**config.mk**
```make
export PLATFORM = sky130hd
export DESIGN_NAME = lidar_packet_deframer_flat
export DESIGN_NICKNAME = d
export VERILOG_FILES = /design/src/rtl/ldf_pkg.sv /design/src/rtl/ldf_rx_if.sv /design/src/rtl/ldf_res_if.sv /design/src/rtl/ldf_frame.sv /design/src/rtl/ldf_out_reg.sv /design/src/rtl/lidar_packet_deframer.sv /design/src/flat_wrapper.sv
export SDC_FILE = /design/constraint.sdc
export NUM_CORES = 1
export LEC_CHECK = 0
export BUFFER_PORTS_ARGS = -buffer_cell sky130_fd_sc_hd__clkbuf_2
export CAP_MARGIN = 40
export CORE_ASPECT_RATIO = 0.75
export CORE_MARGIN = 3
export CORE_UTILIZATION = 44
export DETAILED_ROUTE_END_ITERATION = 10
export PLACE_DENSITY = 0.62
export SLEW_MARGIN = 0
export SYNTH_ARGS = -nofsm -noshare
export SYNTH_HDL_FRONTEND = slang
export SYNTH_HIERARCHICAL = 1
export SYNTH_SLANG_ARGS = --single-unit
```
**constraint.sdc**
```tcl
create_clock -name clk -period 9.3 [get_ports clk]
set_input_delay 0 -clock clk [delete_from_list [all_inputs] [get_ports clk]]
set_output_delay 0 -clock clk [all_outputs]
set_load 0.01 [all_outputs]
```
**src/rtl/ldf_pkg.sv**
```systemverilog
`default_nettype none
package ldf_pkg;

	// Packet framing
	localparam int unsigned PKT_LEN = 22;
	localparam int unsigned POS_W = 5;
	localparam logic [POS_W-1:0] POS_LAST = 5'd21;
	localparam logic [POS_W-1:0] POS_CSUM_LO = 5'd20;
	localparam logic [7:0] START_BYTE = 8'hFA;
	localparam logic [7:0] INDEX_LOW = 8'hA0;

	// Checksum
	localparam int unsigned SUM_W = 27;
	localparam int unsigned FOLD_W = 15;

	// Field widths
	localparam int unsigned ANGLE_W = 9;
	localparam int unsigned DIST_W = 14;
	localparam int unsigned WORD_W = 16;
	localparam int unsigned CNT_W = 16;

	typedef struct packed {
		logic [ANGLE_W-1:0] angle_base;
		logic [WORD_W-1:0]  speed_raw;
		logic [DIST_W-1:0]  distance_0;
		logic               invalid_0;
		logic [DIST_W-1:0]  distance_1;
		logic               invalid_1;
		logic [DIST_W-1:0]  distance_2;
		logic               invalid_2;
		logic [DIST_W-1:0]  distance_3;
		logic               invalid_3;
		logic [CNT_W-1:0]   accepted_count;
	} res_t;

endpackage
`default_nettype wire

```
**src/rtl/ldf_rx_if.sv**
```systemverilog
`default_nettype none
interface ldf_rx_if;
	logic       valid;
	logic       ready;
	logic [7:0] rx_byte;

	modport source (output valid, output rx_byte, input ready);
	modport sink (input valid, input rx_byte, output ready);
endinterface
`default_nettype wire

```
**src/rtl/ldf_res_if.sv**
```systemverilog
`default_nettype none
interface ldf_res_if;
	logic                          valid;
	logic                          ready;
	logic [ldf_pkg::ANGLE_W-1:0]   angle_base;
	logic [ldf_pkg::WORD_W-1:0]    speed_raw;
	logic [ldf_pkg::DIST_W-1:0]    distance_0;
	logic                          invalid_0;
	logic [ldf_pkg::DIST_W-1:0]    distance_1;
	logic                          invalid_1;
	logic [ldf_pkg::DIST_W-1:0]    distance_2;
	logic                          invalid_2;
	logic [ldf_pkg::DIST_W-1:0]    distance_3;
	logic                          invalid_3;
	logic [ldf_pkg::CNT_W-1:0]     accepted_count;

	modport source (
		output valid, output angle_base, output speed_raw,
		output distance_0, output invalid_0, output distance_1, output invalid_1,
		output distance_2, output invalid_2, output distance_3, output invalid_3,
		output accepted_count, input ready
	);
	modport sink (
		input valid, input angle_base, input speed_raw,
		input distance_0, input invalid_0, input distance_1, input invalid_1,
		input distance_2, input invalid_2, input distance_3, input invalid_3,
		input accepted_count, output ready
	);
endinterface
`default_nettype wire

```
**src/rtl/ldf_frame.sv**
```systemverilog
`default_nettype none
module ldf_frame (
	input  wire logic          clk,
	input  wire logic          arst_n,
	input  wire logic          take,
	input  wire logic [7:0]    rx_byte,
	output logic               last_pending,
	output logic               res_fire,
	output ldf_pkg::res_t      res
);

	logic                          in_pkt_q;
	logic [ldf_pkg::POS_W-1:0]     cnt_q;
	logic [7:0]                    prev_q;
	logic [7:0]                    pkt_q [1:20];
	logic [ldf_pkg::SUM_W-1:0]     sum_q;
	logic [ldf_pkg::CNT_W-1:0]     good_q;

	logic                          starting;
	logic                          active;
	logic [ldf_pkg::POS_W-1:0]     pos;
	logic                          is_last;
	logic [ldf_pkg::FOLD_W-1:0]    fold_sum;
	logic [ldf_pkg::WORD_W-1:0]    csum_word;
	logic                          csum_ok;
	logic                          idx_ok;
	logic [6:0]                    idx_off;
	logic [ldf_pkg::SUM_W-1:0]     sum_next;

	// Byte position within the packet
	assign starting = !in_pkt_q && (rx_byte == ldf_pkg::START_BYTE);
	assign active   = in_pkt_q || starting;
	assign pos      = in_pkt_q ? cnt_q : '0;
	assign is_last  = in_pkt_q && (cnt_q == ldf_pkg::POS_LAST);
	assign last_pending = is_last;

	// Running sum: shift left, add the word closed by this odd byte
	assign sum_next = {sum_q[ldf_pkg::SUM_W-2:0], 1'b0}
		+ ldf_pkg::SUM_W'({rx_byte, prev_q});

	always_ff @(posedge clk or negedge arst_n) begin
		if (!arst_n) begin
			in_pkt_q <= 1'b0;
			cnt_q    <= '0;
			sum_q    <= '0;
			good_q   <= '0;
		end else if (take && active) begin
			if (is_last) begin
				in_pkt_q <= 1'b0;
				cnt_q    <= '0;
			end else begin
				in_pkt_q <= 1'b1;
				cnt_q    <= pos + 1'b1;
			end
			if (starting) begin
				sum_q <= '0;
			end else if (pos[0] && (pos < ldf_pkg::POS_CSUM_LO)) begin
				sum_q <= sum_next;
			end
			if (res_fire) begin
				good_q <= good_q + 1'b1;
			end
		end
	end

	// Byte store, all bytes but the start byte and the final byte
	always_ff @(posedge clk) begin
		if (take && active) begin
			prev_q <= rx_byte;
			if ((pos != '0) && (pos <= ldf_pkg::POS_CSUM_LO)) begin
				pkt_q[pos] <= rx_byte;
			end
		end
	end

	// Checksum fold and index range check on the final byte
	assign fold_sum  = sum_q[ldf_pkg::FOLD_W-1:0]
		+ ldf_pkg::FOLD_W'(sum_q[ldf_pkg::SUM_W-1:ldf_pkg::FOLD_W]);
	assign csum_word = {rx_byte, pkt_q[20]};
	assign csum_ok   = csum_word == {1'b0, fold_sum};
	assign idx_ok    = (pkt_q[1] >= ldf_pkg::INDEX_LOW) && (pkt_q[1] < ldf_pkg::START_BYTE);
	assign idx_off   = 7'(pkt_q[1] - ldf_pkg::INDEX_LOW);
	assign res_fire  = take && is_last && csum_ok && idx_ok;

	// Result fields
	always_comb begin
		res.angle_base     = {idx_off, 2'b00};
		res.speed_raw      = {pkt_q[3], pkt_q[2]};
		res.distance_0     = {pkt_q[5][5:0], pkt_q[4]};
		res.invalid_0      = pkt_q[5][7];
		res.distance_1     = {pkt_q[9][5:0], pkt_q[8]};
		res.invalid_1      = pkt_q[9][7];
		res.distance_2     = {pkt_q[13][5:0], pkt_q[12]};
		res.invalid_2      = pkt_q[13][7];
		res.distance_3     = {pkt_q[17][5:0], pkt_q[16]};
		res.invalid_3      = pkt_q[17][7];
		res.accepted_count = good_q + 1'b1;
	end

`ifndef NO_ASSERTIONS
	a_cnt_range: assert property (@(posedge clk) disable iff (!arst_n)
		cnt_q <= ldf_pkg::POS_LAST)
		else $error("byte count past packet end");
	a_idle_cnt: assert property (@(posedge clk) disable iff (!arst_n)
		!in_pkt_q |-> (cnt_q == '0))
		else $error("byte count nonzero while idle");
	a_last_closes: assert property (@(posedge clk) disable iff (!arst_n)
		(take && is_last) |=> !in_pkt_q)
		else $error("packet not closed after final byte");
	a_fire_count: assert property (@(posedge clk) disable iff (!arst_n)
		res_fire |=> (good_q == $past(good_q) + 1'b1))
		else $error("packet count did not advance");
`endif

endmodule
`default_nettype wire

```
**src/rtl/ldf_out_reg.sv**
```systemverilog
`default_nettype none
module ldf_out_reg (
	input  wire logic          clk,
	input  wire logic          arst_n,
	input  wire logic          load,
	input  wire ldf_pkg::res_t res_in,
	output logic               can_load,
	ldf_res_if.source          res
);

	logic          valid_q;
	ldf_pkg::res_t data_q;

	assign can_load = !valid_q || res.ready;

	// Result valid flag
	always_ff @(posedge clk or negedge arst_n) begin
		if (!arst_n) begin
			valid_q <= 1'b0;
		end else if (load) begin
			valid_q <= 1'b1;
		end else if (res.ready) begin
			valid_q <= 1'b0;
		end
	end

	// Result payload
	always_ff @(posedge clk) begin
		if (load) begin
			data_q <= res_in;
		end
	end

	assign res.valid          = valid_q;
	assign res.angle_base     = data_q.angle_base;
	assign res.speed_raw      = data_q.speed_raw;
	assign res.distance_0     = data_q.distance_0;
	assign res.invalid_0      = data_q.invalid_0;
	assign res.distance_1     = data_q.distance_1;
	assign res.invalid_1      = data_q.invalid_1;
	assign res.distance_2     = data_q.distance_2;
	assign res.invalid_2      = data_q.invalid_2;
	assign res.distance_3     = data_q.distance_3;
	assign res.invalid_3      = data_q.invalid_3;
	assign res.accepted_count = data_q.accepted_count;

`ifndef NO_ASSERTIONS
	a_no_overrun: assert property (@(posedge clk) disable iff (!arst_n)
		load |-> can_load)
		else $error("result loaded over an untaken beat");
`endif

endmodule
`default_nettype wire

```
**src/rtl/lidar_packet_deframer.sv**
```systemverilog
`default_nettype none
// Lidar packet deframer. Takes one serial byte per beat on rx; a 0xFA byte
// while idle opens a 22-byte packet. The 16-bit checksum and the index byte
// are checked on the final byte, and a good packet gives one beat on res with
// angle base, speed word, four distance readings and the running packet count;
// bad packets vanish. rx can take a byte each cycle while rx.ready is high.
// A single result register sits on the output, so rx.ready drops only when the
// final byte of a packet is due while a previous result still waits.
module lidar_packet_deframer (
	input  wire logic clk,
	input  wire logic arst_n,
	ldf_rx_if.sink    rx,
	ldf_res_if.source res
);

	logic          take;
	logic          last_pending;
	logic          res_fire;
	logic          can_load;
	ldf_pkg::res_t frame_res;

	assign rx.ready = !last_pending || can_load;
	assign take     = rx.valid && rx.ready;

	ldf_frame u_frame (
		.clk          (clk),
		.arst_n       (arst_n),
		.take         (take),
		.rx_byte      (rx.rx_byte),
		.last_pending (last_pending),
		.res_fire     (res_fire),
		.res          (frame_res)
	);

	ldf_out_reg u_out_reg (
		.clk      (clk),
		.arst_n   (arst_n),
		.load     (res_fire),
		.res_in   (frame_res),
		.can_load (can_load),
		.res      (res)
	);

endmodule
`default_nettype wire

```
**src/flat_wrapper.sv**
```systemverilog
// flat-port wrapper written by rule: the top's interface ports become plain ports
module lidar_packet_deframer_flat 
  (clk, arst_n, rx_valid, rx_rx_byte, rx_ready, res_valid, res_angle_base, res_speed_raw, res_distance_0, res_invalid_0, res_distance_1, res_invalid_1, res_distance_2, res_invalid_2, res_distance_3, res_invalid_3, res_accepted_count, res_ready);
  ldf_rx_if rx_i ();
  ldf_res_if res_i ();
  input  wire logic clk;
  input  wire logic arst_n;
  input wire logic [$bits(rx_i.valid)-1:0] rx_valid;
  input wire logic [$bits(rx_i.rx_byte)-1:0] rx_rx_byte;
  output wire logic [$bits(rx_i.ready)-1:0] rx_ready;
  output wire logic [$bits(res_i.valid)-1:0] res_valid;
  output wire logic [$bits(res_i.angle_base)-1:0] res_angle_base;
  output wire logic [$bits(res_i.speed_raw)-1:0] res_speed_raw;
  output wire logic [$bits(res_i.distance_0)-1:0] res_distance_0;
  output wire logic [$bits(res_i.invalid_0)-1:0] res_invalid_0;
  output wire logic [$bits(res_i.distance_1)-1:0] res_distance_1;
  output wire logic [$bits(res_i.invalid_1)-1:0] res_invalid_1;
  output wire logic [$bits(res_i.distance_2)-1:0] res_distance_2;
  output wire logic [$bits(res_i.invalid_2)-1:0] res_invalid_2;
  output wire logic [$bits(res_i.distance_3)-1:0] res_distance_3;
  output wire logic [$bits(res_i.invalid_3)-1:0] res_invalid_3;
  output wire logic [$bits(res_i.accepted_count)-1:0] res_accepted_count;
  input wire logic [$bits(res_i.ready)-1:0] res_ready;
  assign rx_i.valid = rx_valid;
  assign rx_i.rx_byte = rx_rx_byte;
  assign rx_ready = rx_i.ready;
  assign res_valid = res_i.valid;
  assign res_angle_base = res_i.angle_base;
  assign res_speed_raw = res_i.speed_raw;
  assign res_distance_0 = res_i.distance_0;
  assign res_invalid_0 = res_i.invalid_0;
  assign res_distance_1 = res_i.distance_1;
  assign res_invalid_1 = res_i.invalid_1;
  assign res_distance_2 = res_i.distance_2;
  assign res_invalid_2 = res_i.invalid_2;
  assign res_distance_3 = res_i.distance_3;
  assign res_invalid_3 = res_i.invalid_3;
  assign res_accepted_count = res_i.accepted_count;
  assign res_i.ready = res_ready;
  lidar_packet_deframer u_core (.clk(clk), .arst_n(arst_n), .rx(rx_i), .res(res_i));
endmodule
```
==> out/summary.txt <==
Setup slack after layout: 4.65 ns
Initial Utilization: 45.6%
Period utilization: 50.0%
Multi-input gate area: 2830 um^2
Minimum clock period: 4.65 ns
Synth top cells by count: edfxtp_1, nand2_1, dfrtp_1
Static Leak: 4.75 nW
Final WL: 21100 um
Hold Startpoint: rx_rx_byte[6]
CP max stage delay: 0.54 ns
Htree depth: 1
Initial antenna violation count: 0
Yosys top cell by area: edfxtp_1
Yosys top cell area share: 58.7%
Clk buf depth: 3
Antenna-violating nets left: 0
Global-route wire length before repair: 33300 um
RSZ-0062 raised after global routing: false
# diodes: 0
Vias: 6063
Final hold violations: 0
Filler cells: 1865
Peak supply drop: 122 uV
TritonRoute pass-1 iters: 6
Syn Area/Cell: 14.8 um^2
Cell at the root of the clock tree: clkbuf_16
Critical path's top delay family: simple AND/OR/NAND/NOR gates
Vias per cell: 5.30
Drc violations: 0
R2R Path End: u_core/u_out_reg/res.speed_raw[2]
Largest net degree at the start of global routing: 51
Total global-route track usage: 16.6%
Unique cell type count in the Yosys netlist: 61
Crit path buf inv count: 4
Cts bufs inserted: 24
Worst Skew: 0.0147 ns
Cells after Synth: 694
Dominant synthesized flop cell: edfxtp_1
Crit-path max FO: 44
DRT iter0 DRCs: 692
Synth Warn #: 6
Sink Count: 251
Most common cell in the synthesized netlist: edfxtp_1
Area growth syn-to-layout: 17.4%
Critical path startpoint category: flop
Pre-CTS WS: 4.70 ns
Hold path cells: 1
Post-synth EDFFs: 201
Fin util: 53.6%
Max cap viols: 0
Slew Limit Fails: 0
Top post-synthesis cells by area: edfxtp_1, dfrtp_1, ha_1
R2R Setup Slk: 4.65 ns
CP Class: reg -> reg
Share of layout cells above drive strength 1: 22.4%
Pwr/cell area: 228 nW/um^2
Die height: 138 um
Yosys reg bits: 251
FFs w/ async S/R, synth: 19.9%
Required time of the critical path: 9.49 ns
Input/output buffers: 114
Fmax: 215 MHz
Seq/Total Area, Yosys: 70.9%
Ports: 115
Clk_lat worst skew: 0.52 ns
Register Area: 7290 um^2
Worst path arrival time: 4.84 ns
Wirelength per Cell: 18.5 um
Critical path's slowest cell: dfrtp_1
Resized cells post-CTS: 0
Final GP Congestion: 0.863
Full die area: 25200 um^2
Row cnt: 47
DP Wirelength: 14100 um
R2r worst-path depth: 15
CTS clk-pin slew, worst paths: 0.06 ns
Grt total ovfl: 0
WHS Endpoint: u_core/u_frame/pkt_q[2][6]
Sum Neg Setup Slack: 0 ns
Mapped Area: 10300 um^2
Power Total: 2.75 mW
Crit end category: flop
Critical-path cell list: nand2_1 -> or4_4 -> inv_1 -> nand2b_4 -> and2_4 -> o211ai_1 -> or4_1 -> a211oi_2 -> nand4_1 -> or4_1 -> nor4_1 -> nand4_1 -> inv_4 -> buf_4 -> buf_12
Total core area: 22500 um^2
Rel. slew slack: 41.6%
R2R Path Start: u_core/u_frame/cnt_q[2]
Die X-Extent: 182 um
Status: finished, final reports clean
TritonCTS clock tree: yes
Nets: 877
Slew @ Worst Pin: 0.874 ns
Min-Delay Path Class: in -> reg
Vias in the first global route: 5831
Final setup violation count: 0
==> where the power goes <==
group,internal [mW],leakage [nW],switching [mW]
sequential,1.25,2.52,0.0720
clock,0.584,0.397,0.402
combinational,0.180,1.83,0.262
==> state kept, by name, summed over array words and instances, names as in the netlist <==
signal                               cells
u_core/u_frame/cnt_q                     5
u_core/u_frame/good_q                   16
u_core/u_frame/in_pkt_q                  1
u_core/u_frame/pkt_q                    92
u_core/u_frame/prev_q                    8
u_core/u_frame/sum_q                    27
u_core/u_out_reg/res.accepted_count     16
u_core/u_out_reg/res.angle_base          9
u_core/u_out_reg/res.distance_0         14
u_core/u_out_reg/res.distance_1         14
u_core/u_out_reg/res.distance_2         14
u_core/u_out_reg/res.distance_3         14
u_core/u_out_reg/res.invalid_0           1
u_core/u_out_reg/res.invalid_1           1
u_core/u_out_reg/res.invalid_2           1
u_core/u_out_reg/res.invalid_3           1
u_core/u_out_reg/res.speed_raw          16
u_core/u_out_reg/res.valid               1
==> worst max path at each step <==
stage	slack, ns	end	cells past startpoint	from
detailed placement	4.70	u_core/u_out_reg/res.distance_3[13]	15	u_core/u_frame/cnt_q[2]
CTS	4.67	u_core/u_out_reg/res.speed_raw[6]	15	u_core/u_frame/cnt_q[2]
global route	4.40	u_core/u_out_reg/res.speed_raw[2]	15	u_core/u_frame/cnt_q[2]
global placement	4.73	u_core/u_out_reg/res.speed_raw[6]	11	u_core/u_frame/sum_q[15]
finish	4.65	u_core/u_out_reg/res.speed_raw[2]	15	u_core/u_frame/cnt_q[2]
floorplan	4.07	u_core/u_out_reg/res.valid	11	u_core/u_frame/sum_q[15]
==> repair_timing <==
item | CTS | global route
hold buffers | 3 | 0
buffers inserted | 0 | 0
hold endpoints to repair | 54 | 0
==> logic make-up after synthesis <==
logic type	Yosys count	synth area share [%]
AO/OA/AOI/OAI	109	6.70
XOR/XNOR	73	6.22
adder cells (fa/ha/maj)	34	4.29
buffers and inverters	36	1.68
flip-flops	251	70.9
multiplexers	5	0.499
other	1	0.0365
AND/OR/NAND/NOR	185	9.66
==> routing by layer <==
metal / vias up / GRT usage (%) / part of all wire [%]
li1: 2857 / - / -
met2: 200 / 25.2 / 44
met5: - / 0 / 0
met4: 0 / 3.33 / 1.7
met1: 2976 / 25.5 / 48
met3: 30 / 3.07 / 6.1
==> cell type report <==
type / count / share of cell area (%)
multi-input cells: 408 / 23.5
inverters: 15 / 0.487
repair buffers: 131 / 5.83
clock buffers: 30 / 5.41
clock inverters: 14 / 1.35
well taps: 294 / 3.05
flip-flops and latches: 251 / 60.4
==> per-stage QoR <==
| step | area, um^2 | std cells | hold slack, ns |
|---|---|---|---|
| after detailed placement | 11200 | 1096 | 0.175 |
| after CTS | 12100 | 1143 | 0.0360 |
| after global placement | 11200 | 1087 | 0.169 |
| final | 12100 | 1143 | 0.0322 |
| after global routing | 12100 | 1143 | 0.0509 |
| after floorplan | 10300 | 695 | -0.296 |
==> layout by cell type, fill, tap and decap left out, types with 4 or more instances in the layout <==
master,Yosys,routed
clkinv_2,0,5
a21oi_1,19,19
clkbuf_2,0,114
buf_2,3,6
xor2_1,35,35
o21a_1,5,5
xnor2_1,38,38
inv_1,15,14
ha_1,32,32
o21ai_0,41,41
nor3_1,12,12
nand4_1,8,8
edfxtp_1,201,201
mux2i_1,4,4
and3_1,5,5
nand2b_1,5,5
nor2_1,32,32
nand3_1,15,15
a211oi_1,5,5
a22o_1,6,6
o211ai_1,4,4
a211o_1,4,4
nor4_1,8,8
a21o_1,5,5
dfrtp_1,50,50
nor3_2,9,9
clkbuf_16,0,24
nor2b_1,5,5
nand2_1,60,60
buf_4,7,7
o31ai_1,5,5
No activity file was read; power rests on OpenSTA's default activity.
